===== config.mk =====
export PLATFORM = sky130hd
export DESIGN_NAME = rihf_div
export DESIGN_NICKNAME = d
export VERILOG_FILES = /design/src/hdl/rihf_pkg.sv /design/src/hdl/rihf_div.sv
export SDC_FILE = /design/constraint.sdc
export NUM_CORES = 1
export LEC_CHECK = 0
export ABC_AREA = 1
export BUFFER_PORTS_ARGS = -buffer_cell sky130_fd_sc_hd__buf_2
export CORE_UTILIZATION = 50
export DETAILED_ROUTE_END_ITERATION = 6
export PLACE_DENSITY = 0.79
export SYNTH_ARGS = -nofsm -noshare
export SYNTH_HDL_FRONTEND = slang
export SYNTH_SLANG_ARGS = --single-unit
export TNS_END_PERCENT = 100

===== constraint.sdc =====
create_clock -name clk -period 2.8 [get_ports clk]
set_clock_uncertainty 0.2 [all_clocks]
set_input_delay 0.42 -clock clk [delete_from_list [all_inputs] [get_ports clk]]
set_output_delay 0.42 -clock clk [all_outputs]
set_load 0.01 [all_outputs]

===== src/hdl/rihf_pkg.sv =====
`timescale 1ns / 1ps
package rihf_pkg;

  localparam int MAX_COLS   = 2048;
  localparam int MAX_ROWS   = 128;
  localparam int MAX_RADIUS = 3;

  localparam int PIX_W   = 32;
  localparam int COL_W   = 11;            // column position 0..MAX_COLS-1
  localparam int COLC_W  = 12;            // column count 1..MAX_COLS
  localparam int ROW_W   = 8;             // row position, may reach MAX_ROWS
  localparam int RAD_W   = 2;
  localparam int CNT_W   = 6;             // nonzero count in a window, up to 49
  localparam int SUM_W   = 38;            // 49 * (2^32 - 1) fits
  localparam int LROW_W  = 3;             // rows kept in the line store: 8
  localparam int ADDR_W  = LROW_W + COL_W;
  localparam int CFG_W   = 12;
  localparam int CFGA_W  = 2;
  localparam int WIN_MAX = (2 * MAX_RADIUS + 1) * (2 * MAX_RADIUS + 1);

  localparam logic [RAD_W-1:0]  RADIUS_RST = 2'd1;
  localparam logic [CNT_W-1:0]  MINV_RST   = 6'd1;
  localparam logic [COLC_W-1:0] COLS_RST   = 12'd1024;
  localparam logic [ROW_W-1:0]  ROWS_RST   = 8'd128;

  typedef enum logic [CFGA_W-1:0] {
    CFG_RADIUS = 2'd0,
    CFG_MINV   = 2'd1,
    CFG_COLS   = 2'd2,
    CFG_ROWS   = 2'd3
  } cfg_idx_t;

  typedef struct packed {
    logic             start;
    logic [SUM_W-1:0] dividend;
    logic [CNT_W-1:0] divisor;
  } div_req_t;

  typedef struct packed {
    logic             done;
    logic [PIX_W-1:0] quotient;
  } div_rsp_t;

endpackage


===== src/hdl/rihf_div.sv =====
`timescale 1ns / 1ps
module rihf_div import rihf_pkg::*; (
  input  logic     clk,
  input  logic     rst_n,
  input  div_req_t req,
  output div_rsp_t rsp
);

  localparam int STEP_W = $clog2(SUM_W);

  logic              busy_r, busy_nxt;
  logic              done_r, done_nxt;
  logic [STEP_W-1:0] step_r, step_nxt;
  logic [SUM_W-1:0]  num_r, num_nxt;
  logic [CNT_W-1:0]  rem_r, rem_nxt;
  logic [CNT_W-1:0]  den_r, den_nxt;
  logic [CNT_W:0]    trial;
  logic [CNT_W:0]    diff;
  logic              ge;

  // restoring division, one quotient bit per cycle; quotient shifts into num_r
  assign trial = {rem_r, num_r[SUM_W-1]};
  assign ge    = trial >= {1'b0, den_r};
  assign diff  = trial - {1'b0, den_r};

  always_comb begin
    busy_nxt = busy_r;
    done_nxt = 1'b0;
    step_nxt = step_r;
    num_nxt  = num_r;
    rem_nxt  = rem_r;
    den_nxt  = den_r;
    if (req.start) begin
      busy_nxt = 1'b1;
      step_nxt = '0;
      num_nxt  = req.dividend;
      rem_nxt  = '0;
      den_nxt  = req.divisor;
    end else if (busy_r) begin
      rem_nxt = ge ? diff[CNT_W-1:0] : trial[CNT_W-1:0];
      num_nxt = {num_r[SUM_W-2:0], ge};
      if (step_r == STEP_W'(SUM_W - 1)) begin
        busy_nxt = 1'b0;
        done_nxt = 1'b1;
      end else begin
        step_nxt = step_r + 1'b1;
      end
    end
  end

  always_ff @(posedge clk) begin
    if (!rst_n) begin
      busy_r <= 1'b0;
      done_r <= 1'b0;
      step_r <= '0;
    end else begin
      busy_r <= busy_nxt;
      done_r <= done_nxt;
      step_r <= step_nxt;
    end
  end

  always_ff @(posedge clk) begin
    num_r <= num_nxt;
    rem_r <= rem_nxt;
    den_r <= den_nxt;
  end

  assign rsp.done     = done_r;
  assign rsp.quotient = num_r[PIX_W-1:0];

endmodule


==> flow_metrics.env, run 1 <==
export IMPL_status="finished clean"
export IMPL_dpl_instance_area_um2=3300
export IMPL_synth_area_um2=3060
export IMPL_timing_fmax_mhz=520
export IMPL_ant_nets=0
export IMPL_power_frac_comb_pct=18.2
export IMPL_p_leak_nw=1.71
export IMPL_io_buffers=79
export IMPL_slowest_stage="ha_1"
export IMPL_place_inst=465
export IMPL_p_clk_share_pct=30.5
export IMPL_synth_xor_area_share_pct=1.43
export IMPL_layout_common_cells="151 x nand2_1, 79 x buf_2, 44 x edfxtp_1"
export IMPL_timing_final_crit_period_ns=1.92
export IMPL_critPathKind="register to register"
export IMPL_drv_slew=0
export IMPL_path_buf_inv=1
export IMPL_required_ns=2.64
export IMPL_root_buffer="clkbuf_8"
export IMPL_syn_nets=406
export IMPL_yosysSeqAreaShare_pct=52.4
export IMPL_peakVddDrop_mv=0.354
export IMPL_endpoint="num_r[0]"
export IMPL_grtUsageMet3_pct=3.98
export IMPL_power_switching_w=0.000593
export IMPL_cp_arrival_ns=1.76
export IMPL_area_delta_synth_final_pct=13.1
export IMPL_synth_compound_area_share_pct=2.50
export IMPL_layout_cells_non_filler=481
export IMPL_start_util_pct=51.6
export IMPL_r2r_end="num_r[0]"
export IMPL_ff2ff_path_depth=8
export IMPL_synth_mux_area_share_pct=0
export IMPL_grt_usage_pct=19.7
export IMPL_power_internal_w=0.00147
export IMPL_tightest_slew_ns=0.531
export IMPL_cp_startpoint="den_r[4]"
export IMPL_clock_path_buffers=2
export IMPL_cts_resized=0
export IMPL_p_sw_share_pct=28.7
export IMPL_cp_top_family="simple AND/OR/NAND/NOR gates"
export IMPL_post_synth_and_or_nand_nor_area_fraction_pct=26.6
export IMPL_viasPerCell=4.82
export IMPL_diodes=0
export IMPL_synth_top_family_by_area="simple AND/OR/NAND/NOR gates"
export IMPL_synth_cell_types=29
export IMPL_cap_violations=0
export IMPL_critPathMaxStageDelay_ns=0.37
export IMPL_drive_gt1_share_pct=26.4
export IMPL_ys_warn_count=0
export IMPL_avgSynthCellArea_um2=8.75
export IMPL_rrSetupSlack_ns=0.88
export IMPL_fin_area_um2=3460
export IMPL_hold_class="input port to register"
export IMPL_synthAdderAreaFrac_pct=4.34
export IMPL_setup_viol=0
export IMPL_hold_buffers=0
export IMPL_cts_tree="built"
export IMPL_gp_congestion=0.914
export IMPL_power_density_nw_per_um2=598
export IMPL_cts_inserted_buffers=9
export IMPL_die_area_um2=6430
export IMPL_cp_max_fo=6
export IMPL_die_w_um=80.2
export IMPL_grt_pass1_wl_um=9430
export IMPL_ys_ff_latch=58
export IMPL_drt_total_wl_um=5990
export IMPL_r2r_start="den_r[4]"
export IMPL_path_cells="inv_1, ha_1, nand2_1, nand2_1, nand2_1, nand2_1, nor2_2, a31oi_1"
export IMPL_start_kind="register"
export IMPL_vias=2319
export IMPL_rsz0062_at_grt="no"
export IMPL_fin_crit_sh_pct=68.6
export IMPL_cp_end_kind="register"
export IMPL_hpwl_um=4320
export IMPL_core_region_area_um2=5920
export IMPL_cts_clk_slew_worst_paths_ns=0.06
export IMPL_num_io_pins=80
export IMPL_syn_inst=349
export IMPL_grt_antenna_before_repair=0
export IMPL_p_seq_share_pct=51.4
export IMPL_use_met1_pct=24.1
export IMPL_clock_sinks=58
export IMPL_fin_nets=458
export IMPL_htree_levels=3
export IMPL_busiest_layer="met2"
export IMPL_wl_per_cell_um=12.5
export IMPL_cp_depth=8
export IMPL_dr_first_iter_drc_count=149
export IMPL_fin_total_pwr_w=0.00207
export IMPL_overflow=0
export IMPL_die_h_um=80.2
export IMPL_cts_setup_buffers=0
export IMPL_rows=28
export IMPL_crit_path_frequent_cell="nand2_1"
export IMPL_grt_use_met2_pct=33.0
export IMPL_first_pass_iters=4
export IMPL_tns_ns=0
export IMPL_hold_viol=0
export IMPL_drc=0
export IMPL_grt_pass1_vias=2037
export IMPL_final_common_cell="nand2_1"
export IMPL_grt_max_degree=41
export IMPL_clk_latency_ns=0.33
export IMPL_slew_headroom_pct=64.6
==> power groups by stage <==
| stage | sequential (W) | combinational (W) | clock [W] |
|---|---|---|---|
| 2_1_floorplan | 0.00107 | 0.000305 | 0 |
| 3_3_place_gp | 0.00108 | 0.000363 | 0 |
| 3_5_place_dp | 0.00108 | 0.000375 | 0 |
| 4_1_cts | 0.00106 | 0.000377 | 0.000640 |
| 5_1_grt | 0.00107 | 0.000417 | 0.000687 |
| 6_report | 0.00106 | 0.000376 | 0.000630 |
==> sequential cells by signal, summed over array words and instances, names as in the netlist <==
signal and count:
num_r 38, den_r 6, rem_r 6, step_r 6, busy_r 1, done_r 1
==> synth_stat cells (all sizes together) <==
cell / count / area share, %
buf: 37 / 8.8
nand4: 3 / 0.61
fa: 1 / 0.66
o21bai: 1 / 0.37
or2: 1 / 0.20
a31oi: 1 / 0.20
nand2: 155 / 20
nor2: 12 / 1.6
dfxtp: 14 / 9.2
xor2: 2 / 0.57
xnor2: 3 / 0.86
nand3b: 2 / 0.49
ha: 9 / 3.7
o21ai: 3 / 0.49
nor3: 3 / 0.86
edfxtp: 44 / 43
inv: 28 / 3.4
a21oi: 8 / 1.4
clkbuf: 4 / 0.49
nand3: 18 / 3.4
==> worst min path at each step <==
stage | slack [ns] | to | start | cells past startpoint
6_report | 0.07 | den_r[2] | req[2] | 1
2_1_floorplan | 0.24 | rem_r[3] | rem_r[3] | 2
3_5_place_dp | 0.27 | rem_r[4] | rem_r[4] | 2
4_1_cts | 0.05 | den_r[2] | req[2] | 1
3_3_place_gp | 0.27 | rem_r[3] | rem_r[3] | 2
5_1_grt | 0.05 | den_r[2] | req[2] | 1
==> layout make-up <==
class,count,area (um2)
fillers,566,2460
multi-input cells,222,1070
clock inverters,7,36.3
well taps,75,93.8
clock buffers,9,124
flip-flops and latches,58,1600
repair buffers,82,430
inverters,28,105
==> per-stage QoR <==
| step | util [%] | hold slack, ns | setup slack (ns) |
|---|---|---|---|
| 2_1_floorplan | - | 0.242 | 0.937 |
| 3_3_place_gp | 55.7 | 0.267 | 0.997 |
| 3_5_place_dp | 55.7 | 0.273 | 0.920 |
| 4_1_cts | 58.4 | 0.0534 | 0.889 |
| 5_1_grt | 58.4 | 0.0507 | 0.721 |
| 6_report | 58.4 | 0.0683 | 0.878 |
==> cell families (layout without fill, tap and decap cells) <==
group | Yosys count | in the layout
compound gates | 13 | 13
xor+xnor | 5 | 5
fa+ha+maj | 10 | 10
buf+inv | 69 | 126
flops | 58 | 58
simple gates | 194 | 194
==> layer usage <==
metal / vias to the layer above / part of all wire [%]
met5: - / 0
met4: 0 / 2.1
met3: 11 / 4.3
met2: 61 / 50
met1: 1067 / 44
li1: 1180 / -
==> worst reg2reg max path: stages, from the launching register on <==
cell      delay, ns
edfxtp_1       0.32
inv_1          0.04
ha_1           0.37
nand2_1        0.09
nand2_1        0.09
nand2_1        0.07
nand2_1        0.06
nor2_2         0.25
a31oi_1        0.15
Power figures use the tool's default switching activity.
==> run 2, diff against run 1 <==
clock period = 2 ns   (was 2.8 ns; I/O delays follow)
==> run 2 against run 1 <==
Global-route usage rose by 0.47 points. Register-to-register slack got worse by 0.75 ns. Die area did not move. Non-clock buffer count rose by 9. Flip-flop and latch count did not move. Sequential power rose by 40%. Routed wire length barely moved. Clock-buffer cell count rose by 3. Hold slack got worse by 0.026 ns. Combinational power rose by 43%. Largest power group unchanged.
==> flow_metrics.env, run 2 (same netlist as run 1, synthesis figures left out) <==
export IMPL_fin_area_um2=3590
export IMPL_core_region_area_um2=5920
export IMPL_slew_headroom_pct=69.6
export IMPL_rsz0062_at_grt="no"
export IMPL_io_buffers=79
export IMPL_regMostFlops="num_r"
export IMPL_diodes=0
export IMPL_critPathMaxStageDelay_ns=0.40
export IMPL_grt_pass1_wl_um=9670
export IMPL_clock_sinks=58
export IMPL_drt_total_wl_um=5990
export IMPL_timing_final_crit_period_ns=1.87
export IMPL_die_h_um=80.2
export IMPL_grt_pass1_vias=2125
export IMPL_path_cells="inv_1, ha_1, fa_1, or2_1, nand3_1, nand2_1, nand3_1, nand3_1, nand2_1"
export IMPL_crit_path_frequent_cell="nand3_1"
export IMPL_p_leak_nw=1.78
export IMPL_area_delta_synth_final_pct=17.4
export IMPL_fin_nets=467
export IMPL_cts_clk_slew_worst_paths_ns=0.07
export IMPL_clk_latency_ns=0.33
export IMPL_num_io_pins=80
export IMPL_die_area_um2=6430
export IMPL_cp_max_fo=3
export IMPL_cts_inserted_buffers=9
export IMPL_cp_top_family="simple AND/OR/NAND/NOR gates"
export IMPL_cts_tree="built"
export IMPL_rows=28
export IMPL_grt_usage_pct=20.2
export IMPL_ant_nets=0
export IMPL_vias=2338
export IMPL_overflow=0
export IMPL_start_kind="register"
export IMPL_largest_reg_flops=38
export IMPL_timing_fmax_mhz=534
export IMPL_peakVddDrop_mv=0.509
export IMPL_pre_cts_ws_ns=0.129
export IMPL_hold_viol=0
export IMPL_timing_final_ws_setup_ns=0.126
export IMPL_drive_gt1_share_pct=26.3
export IMPL_drc=0
export IMPL_grt_max_degree=41
export IMPL_gp_congestion=0.834
export IMPL_cts_setup_buffers=0
export IMPL_path_buf_inv=1
export IMPL_grt_antenna_before_repair=0
export IMPL_die_w_um=80.2
export IMPL_fin_crit_sh_pct=93.7
export IMPL_tns_ns=0
export IMPL_status="finished clean"
export IMPL_setup_viol=0
export IMPL_viasPerCell=4.77
export IMPL_first_pass_iters=4
export IMPL_wl_per_cell_um=12.2
export IMPL_fin_util_pct=60.6
export IMPL_root_buffer="clkbuf_8"
export IMPL_dpl_instance_area_um2=3320
export IMPL_dr_first_iter_drc_count=108
export IMPL_slowest_stage="fa_1"
export IMPL_hpwl_um=4250
export IMPL_critPathKind="register to register"
export IMPL_power_density_nw_per_um2=876
export IMPL_clock_path_buffers=2
export IMPL_layout_common_cells="151 x nand2_1, 79 x buf_2, 44 x edfxtp_1"
export IMPL_final_common_cell="nand2_1"
export IMPL_cap_violations=0
export IMPL_drv_slew=0
export IMPL_htree_levels=3
export IMPL_tightest_slew_ns=0.454
export IMPL_cp_arrival_ns=1.94
export IMPL_cp_end_kind="register"
export IMPL_required_ns=2.07
export IMPL_start_util_pct=51.6
export IMPL_hold_class="input port to register"
run 2: cell types whose count changed in the layout (fill, tap and decap cells not counted), sizes merged:
cell / before / now
clkinv: 5 / 2
clkbuf: 9 / 12
dlygate4sd3: 0 / 6
buf: 82 / 85
clkinvlp: 2 / 0
bufinv: 0 / 2
run 2: final timing paths:
path	startpoint	endpoint	slack [ns]	depth (start not counted)
worst min register to register	rem_r[4]	rem_r[4]	0.27	2
worst max register to register	num_r[37]	rem_r[4]	0.13	9
worst max-delay path	num_r[37]	rem_r[4]	0.13	9
worst min-delay path	req[29]	num_r[23]	0.04	3
run 2: tightest hold or removal path, stage by stage:
cell and delay, ns:
buf_2 0.07, nand2_1 0.04, nand2_1 0.05
run 2: area by class of cell:
type	count	area (um2)
Multi-Input combinational cell	222	1070
Tap cell	75	93.8
Sequential cell	58	1600
Clock buffer	12	135
Fill cell	534	2330
Timing Repair Buffer	91	513
Clock inverter	4	68.8
Inverter	28	105
run 2: stage by stage:
step | cells | power [W] | hold slack, ns
after floorplan | 349 | 0.00192 | 0.199
after global placement | 468 | 0.00202 | 0.257
after detailed placement | 468 | 0.00204 | 0.267
after CTS | 490 | 0.00318 | 0.0177
after global routing | 490 | 0.00332 | 0.0162
final | 490 | 0.00314 | 0.0419
run 2: metal layers:
layer | GRT usage (%) | share of wire, % | vias to the layer above
met3 | 5.68 | 3.9 | 4
met5 | 0 | 0 | -
li1 | - | - | 1204
met2 | 31.8 | 50 | 55
met1 | 26.2 | 45 | 1075
met4 | 7.86 | 0.90 | 0
run 2: what timing repair did:
item	4_1_cts	5_1_grt
hold buffers	6	0
setup endpoints to repair	0	5
hold endpoints to repair	6	0
resized for setup	0	1
run 2: where the power goes:
part / switching, W / internal (W) / total (W)
Combinational: 0.000319 / 0.000220 / 0.000539
Clock: 0.000425 / 0.000697 / 0.00112
Sequential: 0.0000558 / 0.00143 / 0.00148
==> run 3, diff against run 2 <==
SETUP_SLACK_MARGIN = 0.4   (was unset)
==> run 3 against run 2 <==
Sequential share of layout area is 1.7 points lower. Routed wire length increased by 2.5%. Clock power shrank 20%. Non-clock buffer count is 6 higher. Combinational power increased by 18%. Setup slack improved by 0.13 ns. Global-route usage decreased by 0.12 points. Register-to-register slack better by 0.13 ns. Clock-buffer cell count did not move. Critical path depth fell by 3.
==> flow_metrics.env, run 3 (same netlist as run 1, synthesis figures left out) <==
export IMPL_start_util_pct=51.6
export IMPL_tns_ns=0
export IMPL_rrSetupSlack_ns=0.26
export IMPL_route_met3_wl_um=272
export IMPL_dr_first_iter_drc_count=100
export IMPL_cap_violations=0
export IMPL_cts_inserted_buffers=9
export IMPL_grt_usage_pct=20.0
export IMPL_fin_total_pwr_w=0.00303
export IMPL_htree_levels=3
export IMPL_overflow=0
export IMPL_critPathKind="register to register"
export IMPL_area_delta_synth_final_pct=22.4
export IMPL_met2_length_um=3030
export IMPL_core_region_area_um2=5920
export IMPL_io_buffers=79
export IMPL_cp_top_family="flip-flops"
export IMPL_layout_common_cells="143 x nand2_1, 79 x buf_2, 44 x edfxtp_1"
export IMPL_fin_nets=473
export IMPL_tightest_slew_ns=0.417
export IMPL_hold_viol=0
export IMPL_required_ns=1.96
export IMPL_die_w_um=80.2
export IMPL_die_area_um2=6430
export IMPL_hold_class="input port to register"
export IMPL_clock_sinks=58
export IMPL_path_cells="buf_4, ha_4, nand2_1, nor3_4, nor2_4, a31oi_2"
export IMPL_n_fill_cell=527
export IMPL_p_leak_nw=1.78
export IMPL_root_buffer="clkbuf_8"
export IMPL_ff2ff_path_depth=6
export IMPL_gp_congestion=0.876
export IMPL_viasPerCell=4.75
export IMPL_cp_max_fo=6
export IMPL_cp_end_kind="register"
export IMPL_grt_pass1_wl_um=9580
export IMPL_drc=0
export IMPL_die_h_um=80.2
export IMPL_hold_end="busy_r"
export IMPL_power_density_nw_per_um2=809
export IMPL_start_kind="register"
export IMPL_peakVddDrop_mv=0.464
export IMPL_timing_final_crit_period_ns=1.74
export IMPL_grt_max_degree=26
export IMPL_clk_latency_ns=0.32
export IMPL_r2r_end="num_r[0]"
export IMPL_cts_tree="built"
export IMPL_diodes=0
export IMPL_r2r_start="den_r[0]"
export IMPL_ant_nets=0
export IMPL_clock_path_buffers=2
export IMPL_critPathMaxStageDelay_ns=0.40
export IMPL_drv_slew=0
export IMPL_cts_clk_slew_worst_paths_ns=0.06
export IMPL_drt_total_wl_um=6130
export IMPL_min_from="rst_n"
export IMPL_min_path_cells=3
export IMPL_vias=2358
export IMPL_cp_arrival_ns=1.70
export IMPL_first_pass_iters=4
export IMPL_grt_pass1_vias=2123
export IMPL_rsz0062_at_grt="yes"
export IMPL_setup_viol=0
export IMPL_status="finished clean"
export IMPL_wl_per_cell_um=12.4
export IMPL_final_common_cell="nand2_1"
export IMPL_regMostFlops="num_r"
export IMPL_topRoutingLayerUsed="met4"
export IMPL_slowest_stage="edfxtp_1"
export IMPL_slew_headroom_pct=72.1
export IMPL_timing_fmax_mhz=575
export IMPL_grt_antenna_before_repair=0
export IMPL_num_io_pins=80
export IMPL_fin_crit_sh_pct=87.0
export IMPL_path_buf_inv=1
export IMPL_m1WireLength_um=2760
export IMPL_drive_gt1_share_pct=34.2
export IMPL_hpwl_um=4320
export IMPL_rows=28
export IMPL_largest_reg_flops=38
==> run 3: where the power goes <==
part | switching (W) | internal (W) | leakage [nW] | total [W]
logic | 0.000363 | 0.000272 | 1.13 | 0.000635
registers | 0.0000646 | 0.00143 | 0.564 | 0.00149
clock network | 0.000425 | 0.000473 | 0.0876 | 0.000898
total | 0.000853 | 0.00217 | 1.78 | 0.00303
==> run 3: layout make-up <==
class                           instances  area, um2  share of cell area, %
Clock buffer                           12        145                   3.88
Clock inverter                          4       18.8                  0.502
Inverter                               28        111                   2.98
Multi-Input combinational cell        222       1220                   32.6
Sequential cell                        58       1600                   42.9
Tap cell                               75       93.8                   2.51
Timing Repair Buffer                   97        546                   14.6
==> run 3: worst max-delay path by stage <==
stage	endpoint	slack, ns	start	depth (start not counted)
2_1_floorplan	rem_r[4]	0.33	den_r[0]	7
3_3_place_gp	rem_r[4]	0.28	den_r[0]	7
3_5_place_dp	rem_r[4]	0.24	den_r[0]	7
4_1_cts	rem_r[4]	0.26	num_r[37]	8
5_1_grt	rem_r[4]	0.14	num_r[37]	9
6_report	num_r[0]	0.26	den_r[0]	6
==> run 3: worst register-to-register path, cell delays in order, from the launching register on <==
cell and delay [ns]:
edfxtp_1 0.40, buf_4 0.16, ha_4 0.27, nand2_1 0.08, nor3_4 0.17, nor2_4 0.09
a31oi_2 0.21
==> run 3: per-layer routing <==
metal	global-route usage, %	vias up
li1	-	1218
met1	25.6	1073
met2	31.5	59
met3	6.14	8
met4	8.21	0
met5	0	-
==> run 3: repair_timing <==
action,4_1_cts,5_1_grt
endpoints found under the setup margin,7,7
hold buffers,6,0
resized for setup,16,8
buffers inserted,2,4
endpoints found under the hold margin,6,0
pin swaps,6,2
==> run 3: per-stage QoR <==
stage | std cells | setup slack [ns] | hold slack [ns] | instance area [um2] | utilization, %
5_1_grt | 496 | 0.145 | 0.0303 | 3740 | 63.1
4_1_cts | 492 | 0.261 | 0.00925 | 3680 | 62.2
3_5_place_dp | 468 | 0.236 | 0.281 | 3360 | 56.7
6_report | 496 | 0.260 | 0.0186 | 3740 | 63.1
3_3_place_gp | 468 | 0.280 | 0.272 | 3360 | 56.7
2_1_floorplan | 349 | 0.328 | 0.199 | 3110 | -
